<file path="src/hw/rtl/tpsu_pkg.sv">
// tpsu_pkg: types, constants and step functions of the touch panel scan unit
// used by every module of the block, depends on nothing

package tpsu_pkg;

    localparam int PANEL_WIDTH  = 240;
    localparam int PANEL_HEIGHT = 359;
    localparam int TICK_US      = 10;

    localparam logic [15:0] YP_BASE = 16'h81E1;
    localparam logic [15:0] YM_BASE = 16'h8E30;
    localparam logic [15:0] XM_BASE = 16'h8D1B;
    localparam logic [15:0] XP_BASE = 16'h8300;
    localparam int Y_SPAN = 16'h8E30 - 16'h81E1;
    localparam int X_SPAN = 16'h8D1B - 16'h8300;

    localparam int COORD_W   = 10;
    localparam int PROD_W    = 22;
    localparam int REC_W     = 33;
    localparam int REC_SHIFT = 32;
    localparam int QUOT_W    = 12;
    localparam logic [REC_W-1:0] REC_Y =
        REC_W'(((64'd1 << REC_SHIFT) + 64'(PANEL_HEIGHT) - 64'd1) / 64'(PANEL_HEIGHT));
    localparam logic [REC_W-1:0] REC_X =
        REC_W'(((64'd1 << REC_SHIFT) + 64'(PANEL_WIDTH - 1) - 64'd1) / 64'(PANEL_WIDTH - 1));
    localparam logic [COORD_W-1:0] X_MAX = COORD_W'(PANEL_WIDTH - 1);
    localparam logic [COORD_W-1:0] Y_MAX = COORD_W'(PANEL_HEIGHT - 1);

    localparam int CNT_W = 13;
    localparam logic [CNT_W-1:0] UNIT_MUL = CNT_W'(30 / TICK_US);
    localparam logic [CNT_W-1:0] CONV4    = CNT_W'(40 / TICK_US);
    localparam logic [CNT_W-1:0] CONV5    = CNT_W'(50 / TICK_US);

    localparam logic [7:0] PEND_COORD = 8'h1C;
    localparam logic [7:0] PEND_LOST  = 8'h04;
    localparam logic [7:0] PEND_ANY   = 8'h5D;
    localparam logic [9:0] CTRL_WMASK = 10'h3FE;

    localparam logic [2:0] REG_CTRL   = 3'd0;
    localparam logic [2:0] REG_INTR   = 3'd1;
    localparam logic [2:0] REG_SCAN   = 3'd2;
    localparam logic [2:0] REG_SETTLE = 3'd3;

    localparam logic [2:0] SS_OFF     = 3'd0;
    localparam logic [2:0] SS_STANDBY = 3'd1;
    localparam logic [2:0] SS_WAIT    = 3'd4;
    localparam logic [2:0] SS_SETTLE  = 3'd5;
    localparam logic [2:0] SS_SCAN    = 3'd6;

    localparam int ROW_W = 64;

    typedef enum logic [1:0] {
        FUNC_TICK  = 2'd0,
        FUNC_WRITE = 2'd1,
        FUNC_READ  = 2'd2,
        FUNC_IDLE  = 2'd3
    } func_t;

    typedef enum logic {
        RK_WORD = 1'b0,
        RK_PAGE = 1'b1
    } rd_kind_t;

    typedef struct packed {
        logic [9:0]       cw;
        logic [15:0]      iw;
        logic [15:0]      siw;
        logic [15:0]      stw;
        logic [2:0]       ss;
        logic             prev;
        logic             lat;
        logic             qc;
        logic             qs;
        logic             armed;
        logic [CNT_W-1:0] cnt;
        logic             np;
        logic [1:0]       pv;
        logic             smp;
        logic             smp_pg;
    } st_t;

    typedef struct packed {
        rd_kind_t          kind;
        logic [15:0]       word;
        logic [1:0]        k;
        logic              pg;
        logic              irq;
        logic              wr_en;
        logic              wr_pg;
        logic [PROD_W-1:0] ny;
        logic [PROD_W-1:0] nx;
    } s1_t;

    function automatic logic [CNT_W-1:0] conv_units(st_t s);
        return CNT_W'(CNT_W'(s.stw[5:0]) * UNIT_MUL) + (s.cw[5] ? CONV5 : CONV4);
    endfunction

    function automatic logic [CNT_W-1:0] interval_units(st_t s);
        return CNT_W'(CNT_W'(s.siw[10:0]) * UNIT_MUL) + conv_units(s);
    endfunction

    function automatic logic wait_en(st_t s);
        return s.cw[2] && s.cw[8] && (s.cw[4:3] == 2'd0);
    endfunction

    function automatic st_t clear_coord(st_t s);
        st_t r;
        r = s;
        r.iw[4:2] = 3'd0;
        r.pv = 2'b00;
        r.armed = 1'b0;
        r.cnt = '0;
        r.np = 1'b0;
        return r;
    endfunction

    function automatic st_t raise_change(st_t s, logic down);
        st_t r;
        r = s;
        if (r.iw[0])
        begin
            r.qc = 1'b1;
            r.qs = down;
        end
        else
        begin
            r.lat = down;
            r.iw[0] = 1'b1;
        end
        return r;
    endfunction

    function automatic st_t pen_went_down(st_t s);
        st_t r;
        r = clear_coord(s);
        if (r.ss == SS_WAIT && r.cw[8])
        begin
            r.ss = SS_SETTLE;
            r.armed = 1'b1;
            r.cnt = conv_units(r);
        end
        return raise_change(r, 1'b1);
    endfunction

    function automatic st_t pen_went_up(st_t s);
        st_t r;
        logic w;
        logic sig;
        r = s;
        w = wait_en(r);
        sig = w || (r.ss >= SS_WAIT);
        r.armed = 1'b0;
        r.cnt = '0;
        if (w)
            r.ss = SS_WAIT;
        else if (r.ss > SS_STANDBY)
            r.ss = SS_STANDBY;
        if (sig)
            r = raise_change(r, 1'b0);
        return r;
    endfunction

    function automatic logic page_free(st_t s, logic p);
        return !(p ? s.iw[4] : s.iw[3]) && !s.pv[p];
    endfunction

    function automatic st_t take_sample(st_t s, logic down);
        st_t r;
        logic p;
        r = s;
        p = r.np;
        if (down && r.ss >= SS_SETTLE && r.armed && r.cnt == '0)
        begin
            if (!page_free(r, p))
                p = ~p;
            if (!page_free(r, p))
            begin
                r.iw[2] = 1'b1;
                r.ss = SS_STANDBY;
                r.armed = 1'b0;
                r.cnt = '0;
            end
            else
            begin
                r.pv[p] = 1'b1;
                r.np = ~p;
                if (p)
                    r.iw[4] = 1'b1;
                else
                    r.iw[3] = 1'b1;
                r.ss = SS_SCAN;
                r.armed = 1'b1;
                r.cnt = interval_units(r);
                r.smp = 1'b1;
                r.smp_pg = p;
            end
        end
        return r;
    endfunction

    function automatic st_t control_written(st_t s, logic down);
        st_t r;
        r = s;
        if (r.ss == SS_OFF && r.cw != '0)
            r.ss = SS_STANDBY;
        if (wait_en(r))
        begin
            if (r.ss < SS_WAIT)
                r.ss = SS_WAIT;
            if (down && r.ss == SS_WAIT)
                r = pen_went_down(r);
        end
        else if (!r.cw[2])
        begin
            if (r.ss > SS_STANDBY)
            begin
                r = clear_coord(r);
                r.ss = SS_STANDBY;
            end
        end
        return r;
    endfunction

    function automatic st_t interrupt_written(st_t s, logic [15:0] val, logic down);
        st_t r;
        logic [7:0] ack;
        logic coord_ack;
        logic lost_ack;
        r = s;
        ack = val[7:0];
        coord_ack = |(s.iw[7:0] & ack & PEND_COORD);
        lost_ack = |(s.iw[7:0] & ack & PEND_LOST);
        r.iw[7:0] = r.iw[7:0] & ~(ack & PEND_ANY);
        r.iw[15:8] = val[15:8];
        if (ack[3])
            r.pv[0] = 1'b0;
        if (ack[4])
            r.pv[1] = 1'b0;
        if (ack[0])
        begin
            if (r.qc)
            begin
                r.lat = r.qs;
                r.qc = 1'b0;
                r.iw[0] = 1'b1;
            end
            else
                r.lat = down;
        end
        if (lost_ack && down && wait_en(r) && r.iw[4:2] == 3'd0)
        begin
            r.ss = SS_SETTLE;
            r.armed = 1'b1;
            r.cnt = conv_units(r);
        end
        if (coord_ack && down && r.ss >= SS_SETTLE && !r.armed)
        begin
            r.armed = 1'b1;
            r.cnt = interval_units(r);
        end
        return r;
    endfunction

    function automatic logic [15:0] page_default(logic [1:0] k);
        logic [15:0] w;
        case (k)
            2'd0:    w = YP_BASE;
            2'd1:    w = YM_BASE;
            2'd2:    w = XP_BASE;
            default: w = XM_BASE;
        endcase
        return w;
    endfunction

endpackage

</file>
<file path="src/hw/rtl/touch_panel_scan_unit.sv">
// touch_panel_scan_unit: top level of the touch panel scan unit
// control stage, scaling stage, page memory and output register; uses tpsu_pkg
//
//  channel  handshake            fields
//  in       in_valid/in_stall    func reg_offset write_data pen_down pen_x pen_y
//  out      out_valid/out_stall  read_data irq
//
// a result passes stage one, then the output register; one word a cycle unless stalled
// the rate is set by the state update in the control stage
// reset zeroes valid and page valid bits and state but scan/settle, no clearing pass
// a stalled result holds in the output register while one further word waits

module touch_panel_scan_unit (
    input  logic        clk,
    input  logic        rst_n,
    input  logic        in_valid,
    output logic        in_stall,
    input  logic [1:0]  func,
    input  logic [6:0]  reg_offset,
    input  logic [15:0] write_data,
    input  logic        pen_down,
    input  logic [9:0]  pen_x,
    input  logic [9:0]  pen_y,
    output logic        out_valid,
    input  logic        out_stall,
    output logic [15:0] read_data,
    output logic        irq
);

    tpsu_pkg::s1_t s1_reg;
    logic          v1_reg;
    logic          v1_next;
    logic          accept;
    logic          out_adv;
    logic          s1_move;
    logic [tpsu_pkg::ROW_W-1:0] row;
    logic [tpsu_pkg::ROW_W-1:0] ram_q;
    logic [tpsu_pkg::ROW_W-1:0] fwd_row_reg;
    logic [tpsu_pkg::ROW_W-1:0] sel_row;
    logic          fwd_reg;
    logic          ov_reg;
    logic          ov_next;
    tpsu_pkg::rd_kind_t kind_reg;
    logic [15:0]   word_reg;
    logic [1:0]    k_reg;
    logic          irq_reg;

    assign out_adv  = !ov_reg || !out_stall;
    assign s1_move  = v1_reg && out_adv;
    assign in_stall = v1_reg && !out_adv;
    assign accept   = in_valid && !in_stall;
    assign v1_next  = accept || (v1_reg && !out_adv);
    assign ov_next  = s1_move || (ov_reg && out_stall);

    tpsu_ctrl u_ctrl (
        .clk        (clk),
        .rst_n      (rst_n),
        .accept     (accept),
        .func       (func),
        .reg_offset (reg_offset),
        .write_data (write_data),
        .pen_down   (pen_down),
        .pen_x      (pen_x),
        .pen_y      (pen_y),
        .s1_reg     (s1_reg)
    );

    tpsu_scale u_scale (
        .ny  (s1_reg.ny),
        .nx  (s1_reg.nx),
        .row (row)
    );

    tpsu_page_ram u_ram (
        .clk   (clk),
        .we    (s1_move && s1_reg.wr_en),
        .waddr (s1_reg.wr_pg),
        .wdata (row),
        .re    (s1_move),
        .raddr (s1_reg.pg),
        .rdata (ram_q)
    );

    always_ff @(posedge clk or negedge rst_n)
    begin
        if (!rst_n)
        begin
            v1_reg <= 1'b0;
            ov_reg <= 1'b0;
        end
        else
        begin
            v1_reg <= v1_next;
            ov_reg <= ov_next;
        end
    end

    always_ff @(posedge clk)
    begin
        if (s1_move)
        begin
            kind_reg    <= s1_reg.kind;
            word_reg    <= s1_reg.word;
            k_reg       <= s1_reg.k;
            irq_reg     <= s1_reg.irq;
            fwd_reg     <= s1_reg.wr_en && (s1_reg.wr_pg == s1_reg.pg);
            fwd_row_reg <= row;
        end
    end

    assign sel_row   = fwd_reg ? fwd_row_reg : ram_q;
    assign read_data = (kind_reg == tpsu_pkg::RK_PAGE) ? sel_row[16*k_reg +: 16] : word_reg;
    assign irq       = irq_reg;
    assign out_valid = ov_reg;

    a_stall_busy: assert property (@(posedge clk) disable iff (!rst_n)
        in_stall |-> (v1_reg && ov_reg))
        else $error("input stalled with an empty stage");

    a_drain: assert property (@(posedge clk) disable iff (!rst_n)
        (ov_reg && !out_stall && !v1_reg) |=> !ov_reg)
        else $error("result repeated after delivery");

    a_hold: assert property (@(posedge clk) disable iff (!rst_n)
        (v1_reg && !out_adv) |=> (v1_reg && $stable(s1_reg)))
        else $error("stage word lost under stall");

endmodule

</file>
<file path="src/hw/rtl/tpsu_page_ram.sv">
// tpsu_page_ram: two-row coordinate page memory, one row per page
// registered read, one write port; uses tpsu_pkg

module tpsu_page_ram (
    input  logic                       clk,
    input  logic                       we,
    input  logic                       waddr,
    input  logic [tpsu_pkg::ROW_W-1:0] wdata,
    input  logic                       re,
    input  logic                       raddr,
    output logic [tpsu_pkg::ROW_W-1:0] rdata
);

    logic [tpsu_pkg::ROW_W-1:0] mem [2];

    always_ff @(posedge clk)
    begin
        if (we)
            mem[waddr] <= wdata;
    end

    always_ff @(posedge clk)
    begin
        if (re)
            rdata <= mem[raddr];
    end

endmodule

</file>
<file path="src/hw/rtl/tpsu_scale.sv">
// tpsu_scale: maps the scaled pen products onto the four adc words of a page row
// reciprocal multiply per axis; uses tpsu_pkg

module tpsu_scale (
    input  logic [tpsu_pkg::PROD_W-1:0] ny,
    input  logic [tpsu_pkg::PROD_W-1:0] nx,
    output logic [tpsu_pkg::ROW_W-1:0]  row
);

    logic [tpsu_pkg::PROD_W+tpsu_pkg::REC_W-1:0] py;
    logic [tpsu_pkg::PROD_W+tpsu_pkg::REC_W-1:0] px;
    logic [15:0] qy;
    logic [15:0] qx;

    assign py = (tpsu_pkg::PROD_W+tpsu_pkg::REC_W)'(ny) * tpsu_pkg::REC_Y;
    assign px = (tpsu_pkg::PROD_W+tpsu_pkg::REC_W)'(nx) * tpsu_pkg::REC_X;
    assign qy = 16'(py[tpsu_pkg::REC_SHIFT +: tpsu_pkg::QUOT_W]);
    assign qx = 16'(px[tpsu_pkg::REC_SHIFT +: tpsu_pkg::QUOT_W]);

    // word k sits at bits 16k+15:16k
    assign row = {tpsu_pkg::XP_BASE + qx, tpsu_pkg::XM_BASE - qx,
                  tpsu_pkg::YM_BASE - qy, tpsu_pkg::YP_BASE + qy};

endmodule

</file>
<file path="src/hw/rtl/tpsu_ctrl.sv">
// tpsu_ctrl: register file, scan sequencer and pen-change logic of the scan unit
// produces the stage-one word per accepted item; uses tpsu_pkg

module tpsu_ctrl (
    input  logic                 clk,
    input  logic                 rst_n,
    input  logic                 accept,
    input  logic [1:0]           func,
    input  logic [6:0]           reg_offset,
    input  logic [15:0]          write_data,
    input  logic                 pen_down,
    input  logic [9:0]           pen_x,
    input  logic [9:0]           pen_y,
    output tpsu_pkg::s1_t        s1_reg
);

    tpsu_pkg::st_t st_reg;
    tpsu_pkg::st_t st_next;
    tpsu_pkg::s1_t s1_next;
    logic [15:0]   spare_reg [3];
    logic [15:0]   spare_next [3];
    logic          reg_hit;
    logic          page_hit;
    logic [2:0]    idx;
    logic [1:0]    spare_idx;
    logic          pen_bit;
    logic [9:0]    cx;
    logic [9:0]    cy;

    assign idx       = reg_offset[4:2];
    assign spare_idx = 2'(idx - 3'd4);
    assign reg_hit   = (reg_offset <= 7'h18) && (reg_offset[1:0] == 2'd0);
    assign page_hit  = ((reg_offset >= 7'h20) && (reg_offset <= 7'h2C)) ||
                       ((reg_offset >= 7'h50) && (reg_offset <= 7'h5C));
    assign cx = (pen_x >= tpsu_pkg::X_MAX) ? tpsu_pkg::X_MAX : pen_x;
    assign cy = (pen_y >= tpsu_pkg::Y_MAX) ? tpsu_pkg::Y_MAX : pen_y;

    always_comb
    begin
        st_next = st_reg;
        st_next.smp = 1'b0;
        st_next.smp_pg = 1'b0;
        spare_next = spare_reg;
        pen_bit = 1'b0;
        s1_next.kind = tpsu_pkg::RK_WORD;
        s1_next.word = '0;
        s1_next.k = reg_offset[3:2];
        s1_next.pg = reg_offset[6];
        s1_next.ny = tpsu_pkg::PROD_W'(cy) * tpsu_pkg::PROD_W'(tpsu_pkg::Y_SPAN);
        s1_next.nx = tpsu_pkg::PROD_W'(cx) * tpsu_pkg::PROD_W'(tpsu_pkg::X_SPAN);
        unique case (tpsu_pkg::func_t'(func))
            tpsu_pkg::FUNC_TICK:
            begin
                if (st_next.cnt != '0)
                    st_next.cnt = st_next.cnt - 1'b1;
                st_next.prev = pen_down;
                if (st_reg.ss == tpsu_pkg::SS_WAIT && pen_down && !st_reg.prev)
                    st_next = tpsu_pkg::pen_went_down(st_next);
                else if (!pen_down && st_reg.prev)
                    st_next = tpsu_pkg::pen_went_up(st_next);
                else if (pen_down)
                    st_next = tpsu_pkg::take_sample(st_next, pen_down);
            end
            tpsu_pkg::FUNC_WRITE:
            begin
                if (reg_hit)
                begin
                    unique case (idx)
                        tpsu_pkg::REG_CTRL:
                        begin
                            st_next.cw = write_data[9:0] & tpsu_pkg::CTRL_WMASK;
                            st_next = tpsu_pkg::control_written(st_next, pen_down);
                        end
                        tpsu_pkg::REG_INTR:
                            st_next = tpsu_pkg::interrupt_written(st_next, write_data,
                                                                  pen_down);
                        tpsu_pkg::REG_SCAN:   st_next.siw = write_data;
                        tpsu_pkg::REG_SETTLE: st_next.stw = write_data;
                        default:              spare_next[spare_idx] = write_data;
                    endcase
                end
            end
            tpsu_pkg::FUNC_READ:
            begin
                if (reg_hit || page_hit)
                    st_next = tpsu_pkg::take_sample(st_next, pen_down);
                pen_bit = st_next.iw[0] ? st_next.lat : pen_down;
                if (reg_hit)
                begin
                    unique case (idx)
                        tpsu_pkg::REG_CTRL:
                            s1_next.word = {2'b00, pen_bit, st_next.ss, st_next.cw};
                        tpsu_pkg::REG_INTR:   s1_next.word = st_next.iw;
                        tpsu_pkg::REG_SCAN:   s1_next.word = st_next.siw;
                        tpsu_pkg::REG_SETTLE: s1_next.word = st_next.stw;
                        default:              s1_next.word = spare_reg[spare_idx];
                    endcase
                end
                else if (page_hit && reg_offset[1:0] == 2'd0)
                begin
                    if (st_next.pv[reg_offset[6]])
                        s1_next.kind = tpsu_pkg::RK_PAGE;
                    else
                        s1_next.word = tpsu_pkg::page_default(reg_offset[3:2]);
                end
            end
            default:
            begin
            end
        endcase
        s1_next.irq = |(st_next.iw[7:0] & st_next.iw[15:8]);
        s1_next.wr_en = st_next.smp;
        s1_next.wr_pg = st_next.smp_pg;
    end

    always_ff @(posedge clk or negedge rst_n)
    begin
        if (!rst_n)
        begin
            st_reg <= '0;
            st_reg.siw <= 16'd1500;
            st_reg.stw <= 16'd200;
            spare_reg[0] <= '0;
            spare_reg[1] <= '0;
            spare_reg[2] <= '0;
        end
        else if (accept)
        begin
            st_reg <= st_next;
            spare_reg <= spare_next;
        end
    end

    always_ff @(posedge clk)
    begin
        if (accept)
            s1_reg <= s1_next;
    end

endmodule
</file>
<file path="config.mk">
export PLATFORM = sky130hd
export DESIGN_NAME = touch_panel_scan_unit
export DESIGN_NICKNAME = d
export VERILOG_FILES = /design/src/hw/rtl/tpsu_pkg.sv /design/src/hw/rtl/touch_panel_scan_unit.sv /design/src/hw/rtl/tpsu_page_ram.sv /design/src/hw/rtl/tpsu_scale.sv /design/src/hw/rtl/tpsu_ctrl.sv
export SDC_FILE = /design/constraint.sdc
export NUM_CORES = 2
export LEC_CHECK = 0
export ABC_AREA = 0
export BUFFER_PORTS_ARGS = -buffer_cell sky130_fd_sc_hd__buf_2
export CORE_UTILIZATION = 30
export DETAILED_ROUTE_END_ITERATION = 12
export GPL_ROUTABILITY_DRIVEN = 0
export PLACE_DENSITY_LB_ADDON = 0.12
export SLEW_MARGIN = 15
export SYNTH_ARGS = -nofsm -noshare
export SYNTH_HDL_FRONTEND = slang
export SYNTH_SLANG_ARGS = --single-unit
</file>
<file path="constraint.sdc">
create_clock -name clk -period 8.8 [get_ports clk]
set_input_delay 0.44 -clock clk [delete_from_list [all_inputs] [get_ports clk]]
set_output_delay 0.44 -clock clk [all_outputs]
set_load 0.05 [all_outputs]
</file>
==> metrics.yaml <==
drt:
  drt_iter0_drc: 1520
  via_count: 27000
  ant_nets: 0
  detail_route.wirelength_um: 115000
  routed_via_density: 4.73
  drc: 0
  routed_wirelength_normalized_by_instance_count_um: 20.1
  detailedRoute.firstPassIterationCount: 6
clock_tree:
  max-clock-path-buffers: 3
  path_clk_slew_ns: 0.06
  post_cts_buffers: 0
  clock_sinks: 440
  clk-insertion-delay-late_ns: 0.66
  ctsHtreeMaxLevel: 2
  clk_root_buffer_cell: "clkbuf_16"
  cts_tree: "yes"
  cts_buffers: 53
synth:
  synthDistinctLibCells: 101
  yosys.cell_count.top_type: "inv_1"
  postSynth.topFlopCell: "edfxtp_1"
  mappedNetlistArea_um2: 41500
  syn_area_per_cell_um2: 11.0
  yosys-top-cells-area: "edfxtp_1 (23%), fa_1 (19%), ha_1 (19%)"
  synth_sequential_area_ratio_pct: 30.3
  synth_edf_count: 312
  post-synth-top-area-cell: "edfxtp_1"
  synth_async_sr_flop_share_pct: 29.1
  most_common_library_cells_after_synthesis: "inv_1 (741), ha_1 (614), fa_1 (393)"
  synth.yosys.warnings: 0
  netlist.area_leader.share_pct: 22.6
  postSynthCellCount: 3770
  synth_seq_cells: 440
cells_and_area:
  multiInputGateArea_um2: 25800
  largest_register_ffs: 112
  syn_to_final_growth_pct: 10.7
  layout-drive-gt1-share_pct: 10.4
  final_nets: 4924
  fillers: 13900
  seqCellArea_um2: 12600
grt:
  grt_max_degree: 94
  grt_first_pass_wirelength_um: 176000
  gr-usage-all-layers_pct: 16.5
  grt.overflow.total: 0
  antenna_violations_before_repair: 1
  vias_in_the_first_global_route: 28600
timing:
  final.setup.tns_ns: 0
  fin_worst_skew_ns: 0.0684
  rsz0062_at_grt: "false"
  timing.fmax_mhz: 124
  final_max_slew_viol_count: 0
  setup_viol: 0
  fin_crit_sh_pct: 91.6
  slew-limit-headroom_pct: 27.7
  final.min_clock_period_ns: 8.06
  timing_worst_slew_pin_value_ns: 1.08
  final_hold_violations: 0
critical_path:
  regToRegEndpoint: "u_ram.mem[1][26]"
  end_kind: "flop"
  worst-endpoint-arrival_ns: 8.46
  critPathLaunchType: "flop"
  worst-r2r-setup-slack_ns: 0.74
  r2r_start: "u_ctrl.s1_reg[42]"
  crit_type: "flop to flop"
  worstPathMaxFanout: 7
  required_ns: 9.20
  worst_r2r_path_depth: 26
hold_path:
  hold_path_startpoint: "write_data[13]"
  min_delay_path_depth: 2
  worst_hold_path.endpoint: "u_ctrl.spare_reg[45]"
  holdCritPathClass: "input port to flop"
floorplanning:
  chipWidth_um: 374
  die_height_um: 374
  core-area_um2: 137000
  initial_core_utilization_pct: 30.2
  site_rows: 136
  dieArea_um2: 140000
  top_level_ports: 69
status:
  outcome: "completed"
run:
  number_of_max_cap_violations: 0
place:
  port_buffers: 68
  hpwl_um: 93000
## critical path, stage by stage, from the launching register on
cell	delay (ns)
edfxtp_1	0.51
inv_1	0.08
ha_1	0.40
fa_1	0.59
fa_1	0.46
fa_1	0.58
inv_1	0.08
fa_1	0.50
fa_1	0.55
inv_1	0.05
fa_1	0.52
inv_1	0.04
ha_1	0.32
a21oi_1	0.24
o211ai_1	0.12
o21bai_1	0.18
a211oi_2	0.37
o21ai_1	0.25
a21oi_1	0.27
xnor2_1	0.21
inv_1	0.08
ha_1	0.21
nor3b_1	0.19
o31a_4	0.36
o21a_1	0.18
a211oi_2	0.21
xor2_1	0.29
## metrics by stage
stage,setup slack [ns],util [%],hold WS (ns),cells,cell area (um^2)
after floorplan,1.48,-,0.144,3783,41500
after global placement,0.809,32.2,0.402,5604,44200
after detailed placement,0.695,32.2,0.406,5604,44200
after CTS,0.649,33.4,0.00669,5705,45900
after global routing,0.212,33.4,0.0348,5705,45900
final,0.741,33.4,0.0588,5706,45900
## layout make-up
class | instances | share of cell area (%)
Multi-Input combinational cell | 2513 | 56.3
Sequential cell | 440 | 27.4
Inverter | 743 | 6.08
Tap cell | 1794 | 4.89
Clock buffer | 74 | 3.24
Timing Repair Buffer | 116 | 1.55
Clock inverter | 25 | 0.561
Antenna cell | 1 | 0.00545
## timing repair
item / 4_1_cts / 5_1_grt
hold buffers: 2 / 0
resized for setup: 0 / 0
hold endpoints to repair: 89 / 0
## per-layer routing
metal	up-vias	track usage (%)	wire, um
met1	13400	24.0	56400
met4	0	3.56	2250
li1	13000	-	-
met5	-	0	0
met3	100	2.27	4640
met2	427	25.9	51500
## kinds of logic after synthesis
group / Yosys count / share of synthesized area, %
compound gates: 608 / 9.95
xor+xnor: 127 / 2.70
fa+ha+maj: 1007 / 37.5
buf+inv: 830 / 7.54
flops: 440 / 30.3
mux: 173 / 5.27
other cells: 2 / 0.0181
simple gates: 583 / 6.72
## cell usage in the layout (no fill, tap or decap), types with 16 or more instances in the layout
cell type,count
a31oi_1,21
clkbuf_16,54
o21bai_1,20
xnor2_1,84
dfrtp_1,118
a221oi_1,19
fa_1,393
or2_2,20
nor2_1,149
nand2_1,173
nor2b_1,18
mux2i_1,26
mux2_2,123
inv_1,740
ha_1,614
a21oi_1,174
buf_2,67
a21o_1,51
and3_1,17
buf_4,46
nand2b_1,17
edfxtp_1,312
nor3_1,46
xor2_1,42
o21ai_0,118
nand3_1,53
a22oi_1,17
a22o_1,16
and2_1,19
o21a_1,23
mux4_2,24
o211ai_1,16
## how the worst max path moves through the flow
stage                                  from          endpoint  cells after the start  slack (ns)
after floorplan           u_ctrl.s1_reg[42]   fwd_row_reg[26]                     25        1.48
after global placement    u_ctrl.s1_reg[42]  u_ram.mem[0][26]                     26        0.81
after detailed placement  u_ctrl.s1_reg[42]  u_ram.mem[1][26]                     26        0.69
after CTS                 u_ctrl.s1_reg[42]  u_ram.mem[1][26]                     26        0.65
after global routing      u_ctrl.s1_reg[42]  u_ram.mem[1][26]                     26        0.21
final                     u_ctrl.s1_reg[42]  u_ram.mem[1][26]                     26        0.74
Power is left out: the tool's default activity adds up to more than one toggle a clock period on the data nets, which glitch-free logic cannot reach.
